[src/rtl/vrct_pkg.sv]
// vrct_pkg: shared constants and codes for the value range count table.
// No dependencies; every other file of the block refers to it by scoped names.
package vrct_pkg;

	localparam int DEF_TABLE_DEPTH = 1024;
	localparam int DEF_VALUE_BITS  = 30;
	localparam int SLOT_BITS       = 10;
	localparam int COUNT_BITS      = 11;
	localparam logic [COUNT_BITS-1:0] COUNT_MAX = '1;
	localparam int QUEUE_DEPTH     = 2;

	typedef enum logic {
		OP_SET   = 1'b0,
		OP_COUNT = 1'b1
	} op_t;

endpackage

[src/rtl/vrct_in_if.sv]
// vrct_in_if: request channel of the value range count table.
// Depends on vrct_pkg for the slot width and the default value width.
interface vrct_in_if #(
	parameter int VALUE_BITS = vrct_pkg::DEF_VALUE_BITS
);
	logic                           valid;
	logic                           ready;
	logic                           opcode;
	logic [vrct_pkg::SLOT_BITS-1:0] slot;
	logic [VALUE_BITS-1:0]          new_value;
	logic [VALUE_BITS-1:0]          range_low;
	logic [VALUE_BITS-1:0]          range_high;

	modport source (
		output valid, opcode, slot, new_value, range_low, range_high,
		input  ready
	);
	modport sink (
		input  valid, opcode, slot, new_value, range_low, range_high,
		output ready
	);
endinterface

[src/rtl/vrct_front.sv]
// vrct_front: accepts requests, drops sets outside the table, flags empty ranges
// and packs each request into a queue entry. Depends on vrct_pkg, vrct_in_if.
module vrct_front #(
	parameter int TABLE_DEPTH = vrct_pkg::DEF_TABLE_DEPTH,
	parameter int VALUE_BITS  = vrct_pkg::DEF_VALUE_BITS,
	parameter int IDX_W       = (TABLE_DEPTH > 1) ? $clog2(TABLE_DEPTH) : 1,
	parameter int ENTRY_W     = 2 + IDX_W + 2 * VALUE_BITS
) (
	vrct_in_if.sink             request,
	input  logic                clearing,
	input  logic                q_full,
	output logic                push,
	output logic [ENTRY_W-1:0]  push_data
);

	logic                  is_count;
	logic                  slot_ok;
	logic                  empty_range;
	logic [VALUE_BITS-1:0] operand_a;

	always_comb begin
		is_count    = (request.opcode == vrct_pkg::OP_COUNT);
		slot_ok     = (32'(request.slot) < TABLE_DEPTH);
		empty_range = (request.range_low > request.range_high);
		operand_a   = is_count ? request.range_low : request.new_value;
		request.ready = !clearing && !q_full;
		// a set aimed past the table is taken and silently dropped
		push = request.valid && request.ready && (is_count || slot_ok);
		push_data = {request.opcode, empty_range, IDX_W'(request.slot),
			operand_a, request.range_high};
	end

endmodule

[src/flat_wrapper.sv]
// flat-port wrapper written by rule: the top's interface ports become plain ports
module vrct_front_flat 
#(
	parameter int TABLE_DEPTH = vrct_pkg::DEF_TABLE_DEPTH,
	parameter int VALUE_BITS  = vrct_pkg::DEF_VALUE_BITS,
	parameter int IDX_W       = (TABLE_DEPTH > 1) ? $clog2(TABLE_DEPTH) : 1,
	parameter int ENTRY_W     = 2 + IDX_W + 2 * VALUE_BITS
)
  (clearing, q_full, push, push_data, request_valid, request_opcode, request_slot, request_new_value, request_range_low, request_range_high, request_ready);
  vrct_in_if #(.VALUE_BITS(VALUE_BITS)) request_i ();
  input  logic clearing;
  input  logic q_full;
  output logic push;
  output logic [ENTRY_W-1:0] push_data;
  input wire logic [$bits(request_i.valid)-1:0] request_valid;
  input wire logic [$bits(request_i.opcode)-1:0] request_opcode;
  input wire logic [$bits(request_i.slot)-1:0] request_slot;
  input wire logic [$bits(request_i.new_value)-1:0] request_new_value;
  input wire logic [$bits(request_i.range_low)-1:0] request_range_low;
  input wire logic [$bits(request_i.range_high)-1:0] request_range_high;
  output wire logic [$bits(request_i.ready)-1:0] request_ready;
  assign request_i.valid = request_valid;
  assign request_i.opcode = request_opcode;
  assign request_i.slot = request_slot;
  assign request_i.new_value = request_new_value;
  assign request_i.range_low = request_range_low;
  assign request_i.range_high = request_range_high;
  assign request_ready = request_i.ready;
  vrct_front #(.TABLE_DEPTH(TABLE_DEPTH), .VALUE_BITS(VALUE_BITS), .IDX_W(IDX_W), .ENTRY_W(ENTRY_W)) u_core (.request(request_i), .clearing(clearing), .q_full(q_full), .push(push), .push_data(push_data));
endmodule
[config.mk]
export PLATFORM = sky130hd
export DESIGN_NAME = vrct_front_flat
export DESIGN_NICKNAME = d
export VERILOG_FILES = /design/src/rtl/vrct_pkg.sv /design/src/rtl/vrct_in_if.sv /design/src/rtl/vrct_front.sv /design/src/flat_wrapper.sv
export SDC_FILE = /design/constraint.sdc
export NUM_CORES = 1
export LEC_CHECK = 0
export BUFFER_PORTS_ARGS = -buffer_cell sky130_fd_sc_hd__buf_2
export CORE_AREA = 5 5 71 73
export DETAILED_ROUTE_END_ITERATION = 12
export DIE_AREA = 0 0 76 78
export PLACE_DENSITY = 0.92
export REMOVE_ABC_BUFFERS = 1
export SLEW_MARGIN = 20
export SYNTH_ARGS = -nofsm -noshare
export SYNTH_HDL_FRONTEND = slang
export SYNTH_SLANG_ARGS = --single-unit
[constraint.sdc]
create_clock -name vclk -period 2.24
set_clock_uncertainty 0.15 [all_clocks]
set_input_delay 0.112 -clock vclk [all_inputs]
set_output_delay 0.112 -clock vclk [all_outputs]
set_load 0.02 [all_outputs]
# After elaboration in Yosys (flattened, before gate mapping)
# Cells that the tools add are included.
# W data, S select, Z words.
[totals]
regBits = 0
word_cells = 6
out_inout_bits = 74
inputBits = 104
[classes]
n_reduce_logical = 4
muxes = 1
order_cmp = 1
[ops]
columns = ["cell", "count"]
rows = [
  ["$gt A30 B30 Y1", 1],
  ["$mux W30", 1],
  ["$logic_and A1 B1 Y1", 2],
  ["$logic_not A1 Y1", 2],
]

# Longest topological paths before layout
[depth]
ltp_word = 3
mapped_depth = 8
depth_no_buf = 7

# Worst setup path before layout
# Ideal clock, no wire load.
[synth_path]
path_kind = "input -> output"
startpoint = "input request_range_high[23]"
endpoint = "output push_data[70]"
path_stages = 8
required_ns = 1.978
path_buffers = 1
arrival_ns = 1.501
slack_ns = 0.477
cell_sequence = "inv_1 -> ha_1 -> a21o_1 -> a221o_1 -> a221oi_2 -> o21a_1 -> a22oi_1 -> buf_4"
[synth_between]
elab_chain_len = 1
[synth_rtl]
columns = ["element", "line_no", "text"]
rows = [
  ["from (decl)", "flat_wrapper.sv:20", "input wire logic [$bits(request_i.range_high)-1:0] request_range_high;"],
  ["$gt A30 B30 Y1", "vrct_front.sv:24", "empty_range = (request.range_low > request.range_high);"],
  ["to (decl)", "flat_wrapper.sv:14", "output logic [ENTRY_W-1:0] push_data;"],
]
# No other way between the ends.

# Final worst setup path
[layout_path]
startpoint = "input request_range_high[25]"
endpoint = "output push_data[70]"
# The elaborated chain is that of the path after synthesis.

==> reports/metrics.csv <==
metric;value;unit
outcome;finished, final reports clean;
worstPathArrival;1740;ps
power_frac_clock;0;%
min_path_cells;0;
fin_area;0.001962;sq mm
clock.fmax;0.4989;GHz
die_y;78;microns
path_delay_family;compound AO/OA/AOI/OAI gates;
synth_top_area_share;26.13;%
grt_usage;15.50;%
worstMarginPinSlew;682.0;ps
use_met1;14.04;%
synth-seq-area-share;0;%
syn_area_per_cell;7.892;sq um
hold_path_class;primary input to output port;
fin_crit_sh;89.49;%
drv_cap;0;
hold_violations;0;
wl_per_cell;14.12;microns
coreArea;0.004294;sq mm
fin_crit;2005;ps
cp_common_cell;buf_2;
grt_setup_unrepaired;false;
layout-area-overhead-vs-synth;36.59;%
switching_share;54.83;%
grt.overflow.total;0;
leakage;0.001241;uW
syn_inst;182;
use_met2;31.42;%
drt_wl_total;4.898;mm
die_w;76;microns
antenna_cells;0;
crit_path_end_kind;output port;
port_buffers;158;
core.rowCount;24;
met3_usage;7.986;%
cp_slowest_cell;a221o_1;
synth_area_leaders;ha_1 26%, mux2_2 24%, buf_4 22%, inv_1 8.4%, a21oi_1 3.5%;
path_buf_inv;3;
drtAntennaViolNets;0;
peakVddDrop;109.9;uV
cts_hold_buf;0;
fin_util;45.69;%
post_cts_buffers;0;
yosys.area.top_type;ha_1;
slew_violations;0;
power_density;227.8;mW/mm^2
switching_power;245.1;uW
dr.pass1.iters;4;
power.internal;201.9;uW
combinationalPowerShare;100.0;%
vias_per_cell;4.666;
grt_pass1_vias;1849;
yosysWarnings;0;
setup_viol;0;
seqCellArea;0;sq um
worstPathRequired;1980;ps
dieArea;0.005928;sq mm
grt_max_degree;32;
placed_area;0.001962;sq mm
dp_cells;347;
dp_hpwl;4.543;mm
grt_busiest_layer;met2;
synthesis.area;0.001436;sq mm
num_vias;1619;
drt_iter0_drc;31;
synth_cell_types;25;
antenna_found_initial;0;
drive_above_1_share;64.41;%
cp.depth;9;
cp_max_fo;2;
cp-start-kind;primary input;
critical_path_class;primary input to output port;
cts-resized-gates;0;
clockBufferCount;0;
drc;0;
numSequentialCells;0;
ioPinCount;178;
gp_congestion;0.7419;
initial_core_util;33.45;%
grt_pass1_wl;8.024;mm
slew_headroom;54.53;%
slowest_delay;320;ps
fin_setup_tns;0;ps
path_cells;buf_2 > inv_1 > ha_1 > and2_1 > a221o_1 > a221oi_2 > o21a_1 > a22oi_1 > buf_2;
fin_nets;431;
final_cells;347;
seqPwrFrac;0;%
synth_stat cells (all sizes together):
cell type,n
buf,45
a221o,1
inv,32
nand2,5
nor2,2
a21o,2
nand4,6
nor4,1
ha,30
o31a,1
a21boi,1
nand2b,1
and4,1
mux2,30
a221oi,2
nand3,4
a22oi,1
o31ai,1
o21a,1
a21oi,10
and2,2
nor3,1
o21ai,2
worst paths after layout:
| path | from | to | slack, ps |
|---|---|---|---|
| hold / removal | request_slot[0] | push_data[60] | 70 |
| setup / recovery | request_range_high[25] | push_data[70] | 240 |
power groups by stage:
stage | Clock [uW] | Sequential [uW] | Combinational (uW)
CTS | 0 | 0 | 454
global route | 0 | 0 | 498
global placement | 0 | 0 | 440
finish | 0 | 0 | 447
detailed placement | 0 | 0 | 452
floorplan | 0 | 0 | 208
area by class of cell:
| cell class | instances | area [sq um] |
|---|---|---|
| Fill cell | 427 | 2332 |
| Inverter | 32 | 120.1 |
| Multi-Input combinational cell | 105 | 985.9 |
| Tap cell | 52 | 65.06 |
| Timing Repair Buffer | 158 | 790.8 |
cells in the final DEF (no fill, tap or decap), types with 2 or more instances in the layout:
cell / synthesis / routed
a21o_1: 2 / 2
a21oi_1: 10 / 10
and2_1: 2 / 2
buf_2: 3 / 158
ha_1: 30 / 30
inv_1: 32 / 32
mux2_2: 30 / 30
nand2_1: 5 / 5
nand3_1: 4 / 4
nand4_1: 6 / 6
nor2_1: 2 / 2
o21ai_0: 2 / 2
stage by stage:
stage / worst slack [ps] / power, uW / hold slack [ps]
2_1_floorplan: 507.9 / 208.5 / 74.00
3_3_place_gp: 273.0 / 440.1 / 74.25
3_5_place_dp: 238.6 / 452.1 / 74.25
4_1_cts: 222.3 / 454.3 / 74.25
5_1_grt: 104.6 / 498.4 / 74.14
6_report: 235.4 / 446.9 / 74.16
kinds of logic (layout without fill, tap and decap cells):
| family | Yosys count | count (layout) | share of synthesized area (%) |
|---|---|---|---|
| buffers and inverters | 77 | 190 | 31.36 |
| adder cells (fa/ha/maj) | 30 | 30 | 26.13 |
| multiplexers | 30 | 30 | 23.52 |
| AND/OR/NAND/NOR | 23 | 23 | 8.711 |
| AO/OA/AOI/OAI | 22 | 22 | 10.28 |
layer usage:
metal | share of wire, % | up-vias | wire (microns)
li1 | - | 814 | -
met1 | 33 | 698 | 1602
met2 | 54 | 105 | 2652
met3 | 13 | 2 | 626
met4 | 0.31 | 0 | 15
met5 | 0 | - | 0
Power figures use the tool's default switching activity.
