--- src/rtl/vrct_pkg.sv ---
// vrct_pkg: shared constants and codes for the value range count table.
// No dependencies; every other file of the block refers to it by scoped names.
package vrct_pkg;

	localparam int DEF_TABLE_DEPTH = 1024;
	localparam int DEF_VALUE_BITS  = 30;
	localparam int SLOT_BITS       = 10;
	localparam int COUNT_BITS      = 11;
	localparam logic [COUNT_BITS-1:0] COUNT_MAX = '1;
	localparam int QUEUE_DEPTH     = 2;

	typedef enum logic {
		OP_SET   = 1'b0,
		OP_COUNT = 1'b1
	} op_t;

endpackage

--- src/rtl/vrct_queue.sv ---
// vrct_queue: small flop-based FIFO between the front and the back end.
// Depends on vrct_pkg for the default depth.
module vrct_queue #(
	parameter int WIDTH = 8,
	parameter int DEPTH = vrct_pkg::QUEUE_DEPTH
) (
	input  logic             clk,
	input  logic             arst_n,
	input  logic             push,
	input  logic [WIDTH-1:0] push_data,
	output logic             full,
	input  logic             pop,
	output logic             pop_vld,
	output logic [WIDTH-1:0] pop_data
);

	localparam int PW = (DEPTH > 1) ? $clog2(DEPTH) : 1;
	localparam int CW = $clog2(DEPTH + 1);
	localparam logic [PW-1:0] LAST_PTR = PW'(DEPTH - 1);

	logic [WIDTH-1:0] slots_q [DEPTH];
	logic [PW-1:0]    wr_ptr_q;
	logic [PW-1:0]    rd_ptr_q;
	logic [CW-1:0]    cnt_q;
	logic             do_push;
	logic             do_pop;

	assign full     = (cnt_q == CW'(DEPTH));
	assign pop_vld  = (cnt_q != '0);
	assign pop_data = slots_q[rd_ptr_q];
	assign do_push  = push && !full;
	assign do_pop   = pop && pop_vld;

	always_ff @(posedge clk or negedge arst_n) begin
		if (!arst_n) begin
			wr_ptr_q <= '0;
			rd_ptr_q <= '0;
			cnt_q    <= '0;
		end else begin
			if (do_push) begin
				wr_ptr_q <= (wr_ptr_q == LAST_PTR) ? '0 : wr_ptr_q + 1'b1;
			end
			if (do_pop) begin
				rd_ptr_q <= (rd_ptr_q == LAST_PTR) ? '0 : rd_ptr_q + 1'b1;
			end
			if (do_push && !do_pop) begin
				cnt_q <= cnt_q + 1'b1;
			end else if (do_pop && !do_push) begin
				cnt_q <= cnt_q - 1'b1;
			end
		end
	end

	always_ff @(posedge clk) begin
		if (do_push) begin
			slots_q[wr_ptr_q] <= push_data;
		end
	end

endmodule

--- config.mk ---
export PLATFORM = sky130hd
export DESIGN_NAME = vrct_queue
export DESIGN_NICKNAME = d
export VERILOG_FILES = /design/src/rtl/vrct_pkg.sv /design/src/rtl/vrct_queue.sv
export SDC_FILE = /design/constraint.sdc
export NUM_CORES = 1
export LEC_CHECK = 0
export BUFFER_PORTS_ARGS = -buffer_cell sky130_fd_sc_hd__clkbuf_2
export CORE_UTILIZATION = 48
export DETAILED_ROUTE_END_ITERATION = 12
export PLACE_DENSITY = 0.74
export SLEW_MARGIN = 10
export SYNTH_ARGS = -nofsm -noshare
export SYNTH_HDL_FRONTEND = slang
export SYNTH_SLANG_ARGS = --single-unit
export TNS_END_PERCENT = 10
--- constraint.sdc ---
create_clock -name clk -period 1.62 [get_ports clk]
set_input_delay 0.081 -clock clk [delete_from_list [all_inputs] [get_ports clk]]
set_output_delay 0.081 -clock clk [all_outputs]
set_load 0.02 [all_outputs]
# Word-level counts from Yosys, hierarchy flattened
# Memory sizes are Yosys's and may differ from the RTL's.
# Cells that the tools add are included.
[op_classes] addsub=4 n_mul=0 div_mod_pow=0 magnitude_cmp=0 eq_ne=1 shifts=0 n_mux=6 bitwise=0 reduce_logical=9
[op_table] operator="$logic_and A1 B1 Y1" count=4
[op_table] operator="$mux W1" count=4
[op_table] operator="$mux W2" count=2
[op_table] operator="$reduce_bool A2 Y1" count=2
[op_table] operator="$logic_not A1 Y1" count=3
[op_table] operator="$add A1 B1 Y1 const B" count=2
[op_table] operator="$add A2 B1 Y2 const B" count=1
[op_table] operator="$eq A2 B2 Y1 const B" count=1
[op_table] operator="$sub A2 B1 Y2 const B" count=1
[word_totals] ff_bits=4 latch_bits=0 ram_bits=16 romBits=0 inputBits=12 output_inout_bits=10 word_cells=24 mem_count=1
[memory_table] name="slots_q" depth=2 width=8 rd=1 rd_clocked_by_memory_dff=0 wr=1 line_no="vrct_queue.sv:21" source="logic [WIDTH-1:0] slots_q [DEPTH];"

# Logic depth before layout (Yosys ltp)
[depth] word_depth=7 depth_mapped=7 mapped_depth_nobuf=7

# Worst setup path after synthesis
# Ideal clock, no wire load.
[synth_path] path_kind="flip-flop to flip-flop" start="register cnt_q[0]" end="memory slots_q[0][0] (enable)" setup_time_ps=370 arrival_ps=986 t_required_ps=1250 setup_slack_ps=264 stages_incl_launch_ff=4 n_path_buf=0 synth_period_minus_slack_ps=1356 path_cell_list="dfrtp_1 nand2b_1 nand2_2 nor2_1"
[synth_between] elab_chain_len=5
[synth_lines] item="from (decl)" line_no="vrct_queue.sv:24" source="logic [CW-1:0] cnt_q;"
[synth_lines] item="from (signal assigned)" line_no="vrct_queue.sv:47" source="cnt_q <= cnt_q + 1'b1;"
[synth_lines] item="from (signal assigned)" line_no="vrct_queue.sv:49" source="cnt_q <= cnt_q - 1'b1;"
[synth_lines] item="$eq A2 B2 Y1" line_no="vrct_queue.sv:28" source="assign full = (cnt_q == CW'(DEPTH));"
[synth_lines] item="$logic_not A1 Y1" line_no="vrct_queue.sv:31" source="assign do_push = push && !full;"
[synth_lines] item="$logic_and A1 B1 Y1" line_no="vrct_queue.sv:31"
[synth_lines] item="$mux W1" line_no="vrct_queue.sv:55" source="if (do_push) begin"
[synth_lines] item="$mux W1 (implied by the code)" line_no="vrct_queue.sv:56" source="slots_q[wr_ptr_q] <= push_data;"
[synth_lines] item="to (decl)" line_no="vrct_queue.sv:21"
# Every way passes these cells.

# Worst setup path in the final report
[layout_path] start="register rd_ptr_q" end="output pop_data[1]"
[layout_between] elab_chain_len=1
[layout_lines] item="from (decl)" line_no="vrct_queue.sv:23" source="logic [PW-1:0] rd_ptr_q;"
[layout_lines] item="from (signal assigned)" line_no="vrct_queue.sv:44" source="rd_ptr_q <= (rd_ptr_q == LAST_PTR) ? '0 : rd_ptr_q + 1'b1;"
[layout_lines] item="$mem_v2 Z2 W8"
[layout_lines] item="to (decl)" line_no="vrct_queue.sv:14" source="output logic [WIDTH-1:0] pop_data"
# Every way passes these cells.

==> load_flow_metrics.sql <==
INSERT INTO impl_metrics (metric_group, metric, value, unit) VALUES
('run_status', 'run_status', 'complete, no violations', ''),
('logic_synthesis', 'netlist_top_cells_count', 'sky130_fd_sc_hd__edfxtp_1 (16), sky130_fd_sc_hd__mux2_1 (8), sky130_fd_sc_hd__dfrtp_1 (4)', ''),
('setup_path', 'cp_slowest_cell', 'sky130_fd_sc_hd__dfrtp_1', ''),
('clock_network', 'clk_path_buf_depth', '2', ''),
('logic_synthesis', 'synthesis.area_per_instance', '17.9', 'sq um'),
('logic_synthesis', 'synthCells', '44', ''),
('clock_network', 'cts_tree', 'yes', ''),
('routing', 'drc', '0', ''),
('floorplanning', 'dieHeight', '42.5', 'microns'),
('logic_synthesis', 'top_area_cell_type_share_of_the_netlist_area', '61.1', '%'),
('grt', 'gr-usage-all-layers', '14.3', '%'),
('grt', 'number_of_antenna_violations_at_the_first_check_in_global_routing', '0', ''),
('timing', 'rsz_0062_raised_after_global_routing', 'false', ''),
('logic_synthesis', 'synth-seq-cells', '20', ''),
('clock_network', 'cts-resized-gates', '0', ''),
('clock_network', 'cts_num_sinks', '20', ''),
('finish', 'layout.cell_area.non_filler', '0.00104', 'sq mm'),
('floorplanning', 'core', '0.00152', 'sq mm'),
('floorplanning', 'initial_utilization', '51.6', '%'),
('setup_path', 'worst_setup_path_end_kind', 'output pin', ''),
('setup_path', 'timing.critical_path.arrival', '1.40', 'ns'),
('floorplanning', 'rows', '14', ''),
('grt', 'grt_overflow', '0', ''),
('clock_network', 'cts_hold_buf', '9', ''),
('power_and_ir_drop', 'power_density', '1630', 'mW/mm^2'),
('clock_network', 'cts-root-buf', 'sky130_fd_sc_hd__clkbuf_4', ''),
('setup_path', 'setup.worst_path.start_class', 'register', ''),
('timing', 'timing.fmax', '676', 'MHz'),
('timing', 'tightest_slew', '0.376', 'ns'),
('setup_path', 'reg2reg_slack', '0.19', 'ns'),
('timing', 'hold_violations', '0', ''),
('timing', 'max_slew_margin', '74.9', '%'),
('routing', 'viasPerCell', '4.69', ''),
('grt', 'maximum_number_of_pins_on_one_net_before_global_route_repair', '12', ''),
('finish', 'final_net_count', '93', ''),
('logic_synthesis', 'synthesis.yosys.warnings', '0', ''),
('setup_path', 'critical_path_depth', '2', ''),
('placement', 'dp_hpwl', '748', 'microns'),
('setup_path', 'required_time_of_the_critical_path', '1.54', 'ns'),
('placement', 'post_dp_area', '921', 'sq um'),
('floorplanning', 'dieWidth', '42.5', 'microns'),
('setup_path', 'critPathMaxFanout', '9', ''),
('setup_path', 'worst_path_largest_cell_delay', '0.58', 'ns'),
('placement', 'post-place-ws', '0.186', 'ns'),
('clock_network', 'cts_setup_buffers', '0', ''),
('logic_synthesis', 'yosys.cell_types.count', '14', ''),
('timing', 'finalSetupViolCount', '0', ''),
('setup_path', 'timing.critical_path.cells', 'mux2_1 -> clkbuf_2', ''),
('placement', 'port_buffers', '21', ''),
('logic_synthesis', 'postSynth.asyncResetShare', '20.0', '%'),
('routing', 'drt_pre_antenna_iters', '4', ''),
('power_and_ir_drop', 'ir_worst_vdd', '991', 'uV'),
('routing', 'wl_final', '1070', 'microns'),
('clock_network', 'worstSkewPairLatency', '0.29', 'ns'),
('job', 'cap_violations', '0', ''),
('grt', 'first_global_vias', '433', ''),
('logic_synthesis', 'post_synth_main_area_contributors', 'sky130_fd_sc_hd__edfxtp_1 (61%), sky130_fd_sc_hd__dfrtp_1 (13%), sky130_fd_sc_hd__mux2_1 (11%), sky130_fd_sc_hd__xnor2_1 (3.3%), sky130_fd_sc_hd__xor2_1 (2.2%)', ''),
('hold_path', 'worst_min_delay_path_class', 'in2reg', ''),
('logic_synthesis', 'syn-cell-area', '786', 'sq um'),
('routing', 'detailedRoute.firstIterationViolations', '6', ''),
('logic_synthesis', 'synth_flop_cell', 'sky130_fd_sc_hd__edfxtp_1', ''),
('routing', 'route.vias.total', '446', ''),
('power_and_ir_drop', 'leakagePower', '0.441', 'nW'),
('timing', 'finalWorstSetupSlack', '0.141', 'ns'),
('power_and_ir_drop', 'power.total', '1.69', 'mW'),
('timing', 'final_max_tran_viols', '0', ''),
('timing', 'final.min_clock_period', '1.48', 'ns'),
('clock_network', 'cts_made_buffers', '3', ''),
('timing', 'layout_worst_path_cycle_share', '91.3', '%'),
('timing', 'fin_skew', '0.00490', 'ns'),
('clock_network', 'worst_setup_hold_path_clk_slew', '0.10', 'ns');
flip-flops by register name, indices dropped and copies added, names as in the netlist:
| signal | count |
|---|---|
| rd_ptr_q | 1 |
| cnt_q | 2 |
| wr_ptr_q | 1 |
| slots_q | 16 |
layout by cell type (no fill, tap or decap), drive strengths merged:
cell and instances:
buf 2, clkbuf 24, dlygate4sd3 9, or2 1, nand2 2, inv 2, xnor2 3, xor2 2
clkinv 1, dfrtp 4, and3 1, nor2 2, ha 1, mux2 8, edfxtp 16, nand2b 1
area by class of cell:
cell class                 count  area [sq um]  share of cell area (%)
sequential                    20           581                    56.0
timing repair buffer          32           210                    20.3
multi-input combinational     21           193                    18.6
clock buffer                   3          22.5                    2.17
tap                           16          20.0                    1.93
inverter                       2          7.51                   0.724
clock inverter                 1          3.75                   0.362
worst paths after layout:
check                          from     endpoint
min in group asynchronous    arst_n     cnt_q[0]
max in group asynchronous    arst_n     cnt_q[1]
hold reg to reg            wr_ptr_q     wr_ptr_q
hold / removal                  pop     rd_ptr_q
setup reg to reg           cnt_q[0]     cnt_q[1]
setup / recovery           rd_ptr_q  pop_data[1]
worst min-delay path, delay by kind of cell:
family / cells / cell delay [ns]
buf+inv: 1 / 0.10
simple gates: 1 / 0.06
xor+xnor: 1 / 0.05
cell families after synthesis:
| family | count (synthesis) | synth area share, % |
|---|---|---|
| DFF | 20 | 73.9 |
| muxes | 8 | 11.5 |
| and+or+nand+nor | 7 | 5.89 |
| xor gates and xnor gates | 5 | 5.57 |
| buffers and inverters | 3 | 1.59 |
| adders and majority gates | 1 | 1.59 |
power breakdown:
part	internal, mW	switching, mW
clock	0.0894	0.134
sequential	0.718	0.0974
combinational	0.297	0.356
total	1.10	0.588
through the flow:
| stage | std cells | utilization (%) | hold slack, ns |
|---|---|---|---|
| floorplan | 44 | - | -0.215 |
| global placement | 82 | 60.4 | -0.105 |
| detailed placement | 82 | 60.4 | -0.104 |
| CTS | 95 | 68.1 | 0.0206 |
| global route | 95 | 68.1 | 0.0121 |
| finish | 95 | 68.1 | 0.0301 |
per-layer routing:
metal / vias up / part of all wire, % / track usage [%]
li1: 228 / - / -
met1: 206 / 44 / 15.6
met2: 12 / 52 / 23.7
met3: 0 / 4.3 / 5.60
met4: 0 / 0 / 7.50
met5: - / 0 / 0
Note: power is estimated with default switching activity, not from simulation.
